`src/hdl/pab_pkg.sv`:
```
`default_nettype none

package pab_pkg;

    localparam int unsigned CHAN_W = 8;
    localparam int unsigned INDEX_W = 16;
    localparam int unsigned CFG_ADDR_W = 2;
    localparam logic [CHAN_W-1:0] CHAN_MAX = 8'd255;

    localparam logic [CFG_ADDR_W-1:0] REG_TINT_RED = 2'd0;
    localparam logic [CFG_ADDR_W-1:0] REG_TINT_GREEN = 2'd1;
    localparam logic [CFG_ADDR_W-1:0] REG_TINT_BLUE = 2'd2;

    typedef struct packed {
        logic [INDEX_W-1:0] pixel_index;
        logic [CHAN_W-1:0]  grey_level;
        logic               first_layer;
    } t_in_req;

    typedef struct packed {
        logic [INDEX_W-1:0] out_index;
        logic [CHAN_W-1:0]  out_red;
        logic [CHAN_W-1:0]  out_green;
        logic [CHAN_W-1:0]  out_blue;
    } t_out_req;

    typedef struct packed {
        logic [CHAN_W-1:0] red;
        logic [CHAN_W-1:0] green;
        logic [CHAN_W-1:0] blue;
    } t_rgb;

endpackage

`default_nettype wire

```
`src/hdl/pab_chan_add.sv`:
```
`default_nettype none

module pab_chan_add (
    input  wire logic [pab_pkg::CHAN_W-1:0] i_stored,
    input  wire logic [pab_pkg::CHAN_W-1:0] i_tint,
    input  wire logic [pab_pkg::CHAN_W-1:0] i_grey,
    output logic      [pab_pkg::CHAN_W-1:0] o_sum
);

    logic [2*pab_pkg::CHAN_W-1:0] prod;
    logic [2*pab_pkg::CHAN_W:0]   biased;
    logic [pab_pkg::CHAN_W-1:0]   scaled;
    logic [pab_pkg::CHAN_W:0]     sum;

    // Exact floor division by 255 for products up to 255 * 255.
    always_comb begin
        prod = {{pab_pkg::CHAN_W{1'b0}}, i_tint} * {{pab_pkg::CHAN_W{1'b0}}, i_grey};
        biased = {1'b0, prod} + 17'(prod[2*pab_pkg::CHAN_W-1:pab_pkg::CHAN_W]) + 17'd1;
        scaled = biased[2*pab_pkg::CHAN_W-1:pab_pkg::CHAN_W];
        sum = {1'b0, i_stored} + {1'b0, scaled};
        o_sum = sum[pab_pkg::CHAN_W] ? pab_pkg::CHAN_MAX : sum[pab_pkg::CHAN_W-1:0];
    end

endmodule

`default_nettype wire

```
`config.mk`:
```
export PLATFORM = sky130hd
export DESIGN_NAME = pab_chan_add
export DESIGN_NICKNAME = d
export VERILOG_FILES = /design/src/hdl/pab_pkg.sv /design/src/hdl/pab_chan_add.sv
export SDC_FILE = /design/constraint.sdc
export NUM_CORES = 1
export LEC_CHECK = 0
export BUFFER_PORTS_ARGS = -buffer_cell sky130_fd_sc_hd__buf_2
export CELL_PAD_IN_SITES_DETAIL_PLACEMENT = 0
export CELL_PAD_IN_SITES_GLOBAL_PLACEMENT = 2
export CORE_UTILIZATION = 39
export DETAILED_ROUTE_END_ITERATION = 8
export GPL_ROUTABILITY_DRIVEN = 0
export PLACE_DENSITY = 0.86
export SETUP_SLACK_MARGIN = 0.05
export SLEW_MARGIN = 25
export SYNTH_ARGS = -nofsm -noshare
export SYNTH_HDL_FRONTEND = slang
export SYNTH_SLANG_ARGS = --single-unit
export TNS_END_PERCENT = 1
```
`constraint.sdc`:
```
create_clock -name vclk -period 13.6
set_input_delay 2.72 -clock vclk [all_inputs]
set_output_delay 2.72 -clock vclk [all_outputs]
set_load 0.01 [all_outputs]
```
# Word-level counts from Yosys, hierarchy flattened
# Cells that the tools add are included.
# op_classes
add_sub_neg,3
n_mul,1
n_div,0
magnitude_cmp,0
n_eq_ne,0
shift,0
muxes,1
n_bitwise,0
reduce_logical,0
# op_table
cell,n
$add 16x1->16 const B,1
$add 16x8->16,1
$mul 8x8->16,1
$add 8x8->9,1
$mux 8,1
# totals
register_bits,0
latchBits,0
mem_bits_rw,0
rom_bits,0
in_bits,24
out_inout_bits,8
n_memories,0

# Longest topological paths before layout
# Gate-level depths: netlist (run 1).
# logic_depth
depth_word,5
ltp_mapped,36

# Worst setup path before layout (run 1)
# No wires, ideal clock.
# synth_timing
kind,input -> output
from,input i_tint[1] in the netlist's numbering
to,output o_sum[2] in the netlist's numbering
t_arrival_ps,9582
path_slack_ps,1298
cell_stages,32
cell_sequence,and2_1 -> fa_1 -> fa_1 -> inv_1 -> fa_1 -> inv_1 -> fa_1 -> ha_1 -> nand4_1 -> and2_1 -> buf_2 -> a211oi_1 -> inv_1 -> ha_1 -> o21a_1 -> nor2_1 -> a311oi_1 -> maj3_2 -> nand4b_1 -> a32oi_1 -> nand3_1 -> xnor2_1 -> ha_1 -> nor2b_1 -> o21ai_0 -> nand2_1 -> and2_1 -> o21ai_0 -> nand2b_1 -> a21o_1 -> a21oi_1 -> o21ai_0
# synth_via
elab_chain_cells,5
# synth_rtl
item,line,text
from (decl),pab_chan_add.sv:5,"input wire logic [pab_pkg::CHAN_W-1:0] i_tint,"
$mul 8x8->16,pab_chan_add.sv:17,"prod = {{pab_pkg::CHAN_W{1'b0}}, i_tint} * {{pab_pkg::CHAN_W{1'b0}}, i_grey};"
$add 16x8->16,pab_chan_add.sv:18,"biased = {1'b0, prod} + 17'(prod[2*pab_pkg::CHAN_W-1:pab_pkg::CHAN_W]) + 17'd1;"
$add 16x1->16,pab_chan_add.sv:18,
$add 8x8->9,pab_chan_add.sv:20,"sum = {1'b0, i_stored} + {1'b0, scaled};"
$mux 8,pab_chan_add.sv:21,o_sum = sum[pab_pkg::CHAN_W] ? pab_pkg::CHAN_MAX : sum[pab_pkg::CHAN_W-1:0];
to (decl),pab_chan_add.sv:7,output logic [pab_pkg::CHAN_W-1:0] o_sum
# No other way between the ends.

# Worst setup path in the final report (run 1)
# Ends and elaborated chain as after synthesis.

==> impl_metrics.tcl, run 1 <==
set metrics [dict create \
    status "complete, no violations" \
    slew_headroom_pct 60.2 \
    slowest_stage "fa_1" \
    path_common_cell "fa_1" \
    yosysSeqAreaShare_pct 0 \
    final_nets 501 \
    fin_crit_ns 12.87 \
    crit_required_ns 10.88 \
    grt_max_degree 11 \
    detail-route-antenna-nets 0 \
    multi_input_area_mm2 0.00287 \
    setup_ws_ns 0.732 \
    synth_cells 360 \
    antenna_found_initial 0 \
    grt_setup_unrepaired "no" \
    ys_warn_count 0 \
    arrival_ns 10.15 \
    grt_pass1_wl_um 11300 \
    maxCapViolCount 0 \
    drtIter0Drc 123 \
    synth_fp_nets 470 \
    n_sequential_cell 0 \
    cp-startpoint "i_tint[1]" \
    fp.dieH_um 90.8 \
    setup_tns_ns 0 \
    final.clkbuf_count 0 \
    setup_viol 0 \
    grtUsageTotal_pct 16.1 \
    path_class "input pin to primary output" \
    drt_pass1_iterations 4 \
    final_common_cell "and2_1" \
    seq_area_um2 0 \
    postLayoutCoreUtil_pct 43.7 \
    place_hpwl_um 5620 \
    drive_gt1_share_pct 14.7 \
    num_rows 32 \
    grt_pass1_vias 2403 \
    portBuffers 32 \
    vias_per_cell 5.15 \
    diodes 0 \
    fin_crit_sh_pct 94.6 \
    ys_types 55 \
    layout_common_cells "57 x and2_1, 53 x inv_1, 48 x ha_1, 37 x fa_1, 32 x buf_2" \
    drc 0 \
    postSynthAreaPerCell_um2 8.55 \
    cp-endpoint "o_sum[2]" \
    cp-end-kind "primary output" \
    cp_max_fo 10 \
    fillerInstances 828 \
    critPathBufInv 5 \
    io_pins 32 \
    start_util_pct 40.0 \
    syn_area_mm2 0.00308 \
    cp.depth 33 \
    core_area_mm2 0.00769 \
    grt_overflow 0 \
    post-cts-setup-buffers 0 \
    syn_to_final_growth_pct 9.07 \
    totalWireLength_um 6490 \
    dieWidth_um 90.8 \
    dieArea_mm2 0.00825 \
    crit_path_start_kind "input pin" \
    vias 2531 \
    worst_slew_pin_slew_ns 0.595 \
    hold_viol_final 0 \
    cp_slowest_stage_delay_ns 0.54 \
    cp_top_family "adder cells" \
    slew_viol_final 0 \
    hold_class "input pin to primary output" \
    dp_slack_ns 0.310 \
    drt-wirelength-per-cell_um 13.2 \
    max_freq_mhz 77.7 \
]
-- logic make-up after synthesis --
logic type / after synthesis / share of synthesized area [%]
buffers and inverters: 56 / 7.36
xor gates and xnor gates: 22 / 6.99
muxes: 2 / 0.691
AOI/OAI and AO/OA: 64 / 16.3
adders and majority gates: 88 / 44.7
and+or+nand+nor: 128 / 23.9
-- cells in the mapped netlist (all sizes together) --
| library cell | instances | share of area (%) |
|---|---|---|
| nand2 | 28 | 3.4 |
| nand3 | 4 | 1.1 |
| xor2 | 5 | 1.7 |
| and3 | 1 | 0.20 |
| a311o | 1 | 0.33 |
| o221a | 1 | 0.37 |
| maj3 | 2 | 0.73 |
| o311ai | 3 | 0.85 |
| a31oi | 6 | 1.4 |
| xnor2 | 17 | 5.3 |
| mux2 | 1 | 0.37 |
| nand4b | 1 | 0.28 |
| fa | 37 | 24 |
| mux2i | 1 | 0.33 |
| o311a | 1 | 0.33 |
| a21o | 7 | 1.7 |
| nor2b | 5 | 1.0 |
| nor3 | 5 | 0.98 |
| nand3b | 3 | 0.73 |
| o21ai | 12 | 2.3 |
| inv | 53 | 6.5 |
| and4 | 1 | 0.33 |
| o21a | 2 | 0.49 |
| or4 | 1 | 0.24 |
| a211oi | 5 | 1.8 |
| and2 | 57 | 12 |
| a2111oi | 1 | 0.89 |
| nor3b | 1 | 0.24 |
| a32oi | 1 | 0.28 |
| nor4b | 3 | 1.1 |
| nand4 | 3 | 0.61 |
| a211o | 1 | 0.28 |
| nand2b | 4 | 0.81 |
| ha | 49 | 20 |
| nor2 | 11 | 1.3 |
| a311oi | 2 | 0.77 |
| a21boi | 1 | 0.37 |
| buf | 3 | 0.89 |
| o211ai | 1 | 0.41 |
| a21oi | 19 | 3.7 |
-- stage by stage --
step | hold slack, ns | instance area (µm²) | cells
global route | 5.89 | 3360 | 491
floorplan | 5.67 | 3080 | 360
global placement | 5.85 | 3340 | 491
CTS | 5.86 | 3340 | 491
finish | 5.84 | 3360 | 491
detailed placement | 5.85 | 3340 | 491
-- per-layer routing --
layer,wire (µm),GRT usage [%],up-vias,part of all wire [%]
met3,210,0.505,2,3.2
met4,13,0.397,0,0.20
met2,2970,25.5,35,46
li1,-,-,1274,-
met1,3300,25.4,1220,51
met5,0,0,-,0
-- final cells by class --
class,instances,area share (%)
tap,102,3.80
timing repair buffer,32,4.77
inverter,53,5.93
multi-input combinational,304,85.5
-- worst min-delay path by stage --
stage                      from       end  slack [ns]  cells past startpoint
floorplan           i_stored[0]  o_sum[0]        5.67                      2
global placement    i_stored[0]  o_sum[0]        5.85                      4
detailed placement  i_stored[0]  o_sum[0]        5.85                      4
CTS                 i_stored[0]  o_sum[0]        5.86                      4
global route        i_stored[0]  o_sum[0]        5.89                      4
finish              i_stored[0]  o_sum[0]        5.84                      4
-- what timing repair did --
action | CTS | global route
hold buffers | 0 | 0
endpoints found under the setup margin | 0 | 8
resized for setup | 0 | 4
Power of run 1 is not shown: default switching activity piles up to over one toggle a cycle in this logic, so the estimate is an artifact.
==> run 2, diff against run 1 <==
RECOVER_POWER = 100   (was unset)
==> impl_metrics.tcl, run 2 (same netlist as run 1, synthesis figures left out) <==
set metrics [dict create \
    status "complete, no violations" \
    slew_headroom_pct 61.8 \
    vias 2535 \
    placed_cells 491 \
    fin_crit_ns 12.95 \
    slew_viol_final 0 \
    drt_pass1_iterations 4 \
    crit_path_start_kind "input pin" \
    syn_to_final_growth_pct 8.74 \
    grt_pass1_vias 2403 \
    holdWs_ns 5.84 \
    setup_ws_ns 0.650 \
    ctsResizeCount 0 \
    drtIter0Drc 132 \
    start_util_pct 40.0 \
    fp.dieH_um 90.8 \
    dp_slack_ns 0.310 \
    io_pins 32 \
    final_nets 501 \
    cp-end-kind "primary output" \
    layout_common_cells "56 x and2_1, 53 x inv_1, 48 x ha_1, 37 x fa_1, 31 x buf_2" \
    place_hpwl_um 5620 \
    finalNonFillerCells 491 \
    drc 0 \
    path_class "input pin to primary output" \
    setup_tns_ns 0 \
    vias_per_cell 5.16 \
    path_common_cell "fa_1" \
    portBuffers 32 \
    worst_slew_pin_slew_ns 0.569 \
    grt_setup_unrepaired "no" \
    final.clkbuf_count 0 \
    totalWireLength_um 6470 \
    core_area_mm2 0.00769 \
    fin_crit_sh_pct 95.2 \
    num_rows 32 \
    drt-wirelength-per-cell_um 13.2 \
    arrival_ns 10.23 \
    slowest_stage "fa_1" \
    hold_class "input pin to primary output" \
    post-cts-setup-buffers 0 \
    diodes 0 \
    dieArea_mm2 0.00825 \
    worstHoldStart "i_stored[0]" \
    seq_area_um2 0 \
    grt_max_degree 11 \
    max_freq_mhz 77.2 \
    hold_end "o_sum[0]" \
    min_delay_path_depth 4 \
    cts_hold_buf 0 \
    grtUsageTotal_pct 16.1 \
    antenna_found_initial 0 \
    n_sequential_cell 0 \
    drive_gt1_share_pct 13.9 \
    grt_overflow 0 \
    cp_slowest_stage_delay_ns 0.54 \
    setup_viol 0 \
    cp_max_fo 10 \
    fillerInstances 831 \
    dieWidth_um 90.8 \
    grt_pass1_wl_um 11300 \
    multi_input_area_mm2 0.00286 \
    detail-route-antenna-nets 0 \
    crit_required_ns 10.88 \
    hold_viol_final 0 \
    final_common_cell "and2_1" \
    maxCapViolCount 0 \
]
## run 2: changes by cell type in the layout (fill, tap and decap cells not counted), sizes merged
| cell | before | now |
|---|---|---|
| clkbuf | 0 | 1 |
| buf | 32 | 31 |
## run 2: stage by stage
step / instance area [µm²] / utilization (%)
3_5_place_dp: 3340 / 43.4
3_3_place_gp: 3340 / 43.4
5_1_grt: 3350 / 43.5
4_1_cts: 3340 / 43.4
2_1_floorplan: 3080 / -
6_report: 3350 / 43.5
## run 2: area by class of cell
cell class                 instances  share of cell area [%]
inverter                          53                    5.95
multi-input combinational        304                    85.5
tap                              102                    3.81
timing repair buffer              32                    4.75
## run 2: worst max path at each step
stage	from	end	cells after the start
detailed placement	i_tint[1]	o_sum[4]	34
global route	i_tint[1]	o_sum[4]	35
floorplan	i_tint[1]	o_sum[2]	32
CTS	i_tint[1]	o_sum[4]	34
finish	i_tint[1]	o_sum[2]	33
global placement	i_tint[0]	o_sum[2]	32
## run 2: per-layer routing
metal  share of wire [%]  routed length, µm  vias up  track usage (%)
met5                   0                  0        -                0
met4                0.20                 13        0            0.397
met3                 2.5                160        2            0.505
met2                  46               2960       35             25.5
met1                  52               3340     1222             25.4
li1                    -                  -     1276                -
## run 2: worst max-delay path: cells and delay by family
family,cells,cell delay [ns]
AND/OR/NAND/NOR,8,0.96
XOR/XNOR,2,0.41
buffers and inverters,5,0.57
adder cells (fa/ha/maj),8,3.42
AO/OA/AOI/OAI,10,2.12
Power of run 2 is left out for the same reason.
==> run 3, diff against run 2 <==
MAX_ROUTING_LAYER = met4   (was unset)
==> impl_metrics.tcl, run 3 (same netlist as run 1, synthesis figures left out) <==
set metrics [dict create \
    start_util_pct 40.0 \
    crit_required_ns 10.88 \
    fillerInstances 831 \
    portBuffers 32 \
    crit_path_start_kind "input pin" \
    slew_viol_final 0 \
    drc 0 \
    grt_pass1_wl_um 11300 \
    cp_max_fo 10 \
    arrival_ns 10.24 \
    grt_pass1_vias 2404 \
    vias 2552 \
    grt_overflow 0 \
    critPathBufInv 5 \
    cp_top_family "adder cells" \
    cp.depth 33 \
    final_common_cell "and2_1" \
    fin_crit_ns 12.96 \
    max_freq_mhz 77.2 \
    status "complete, no violations" \
    final.clkbuf_count 0 \
    path_class "input pin to primary output" \
    detail-route-antenna-nets 0 \
    drt-wirelength-per-cell_um 13.2 \
    syn_to_final_growth_pct 8.74 \
    cts_hold_buf 0 \
    hold_class "input pin to primary output" \
    holdWs_ns 5.84 \
    dieWidth_um 90.8 \
    diodes 0 \
    vias_per_cell 5.20 \
    ctsResizeCount 0 \
    fp.dieH_um 90.8 \
    grt_max_degree 11 \
    io_pins 32 \
    slowest_stage "fa_1" \
    min_delay_path_depth 4 \
    num_rows 32 \
    core_area_mm2 0.00769 \
    grt_setup_unrepaired "no" \
    cp_slowest_stage_delay_ns 0.54 \
    drtIter0Drc 123 \
    layout_common_cells "56 x and2_1, 53 x inv_1, 48 x ha_1, 37 x fa_1, 31 x buf_2" \
    setup_tns_ns 0 \
    final_nets 501 \
    hold_viol_final 0 \
    worst_slew_pin_slew_ns 0.569 \
    antenna_found_initial 0 \
    slew_headroom_pct 61.8 \
    grtUsageTotal_pct 16.6 \
    drt_pass1_iterations 4 \
    post-cts-setup-buffers 0 \
    drive_gt1_share_pct 13.9 \
    setup_viol 0 \
    maxCapViolCount 0 \
    fin_crit_sh_pct 95.3 \
    n_sequential_cell 0 \
    path_common_cell "fa_1" \
    dieArea_mm2 0.00825 \
    totalWireLength_um 6490 \
    seq_area_um2 0 \
    cp-end-kind "primary output" \
    place_hpwl_um 5620 \
]
## run 3: cell counts in the layout (fill, tap and decap cells not counted)
Identical to the previous run, type by type.
## run 3: tightest hold or removal path, delay by kind of cell
kind                       cells  cell delay [ns]
buffers and inverters          2             0.20
and+or+nand+nor                1             0.09
adders and majority gates      1             0.12
## run 3: final cells by class
class | count | area [µm²] | area share [%]
repair buffers | 32 | 159 | 4.75
well taps | 102 | 128 | 3.81
inverters | 53 | 199 | 5.95
multi-input cells | 304 | 2860 | 85.5
## run 3: metal layers
layer  routed length, µm  vias to the layer above  GRT usage, %
li1                    -                     1277             -
met1                3320                     1231          25.4
met2                2960                       42          25.5
met3                 196                        2         0.505
met4                  13                        0         0.397
met5                   0                        -             -
## run 3: metrics by stage
step                area [µm²]  setup WS [ns]  instances  util, %
global route              3350         0.0973        491     43.5
floorplan                 3080           1.30        360        -
finish                    3350          0.645        491     43.5
CTS                       3340          0.286        491     43.4
detailed placement        3340          0.310        491     43.4
global placement          3340          0.469        491     43.4
## run 3: path summary, 6_finish.rpt
check / slack (ns) / from / end
worst max-delay path: 0.64 / i_tint[1] / o_sum[2]
worst min-delay path: 5.84 / i_stored[0] / o_sum[0]
Power of run 3 is left out for the same reason.
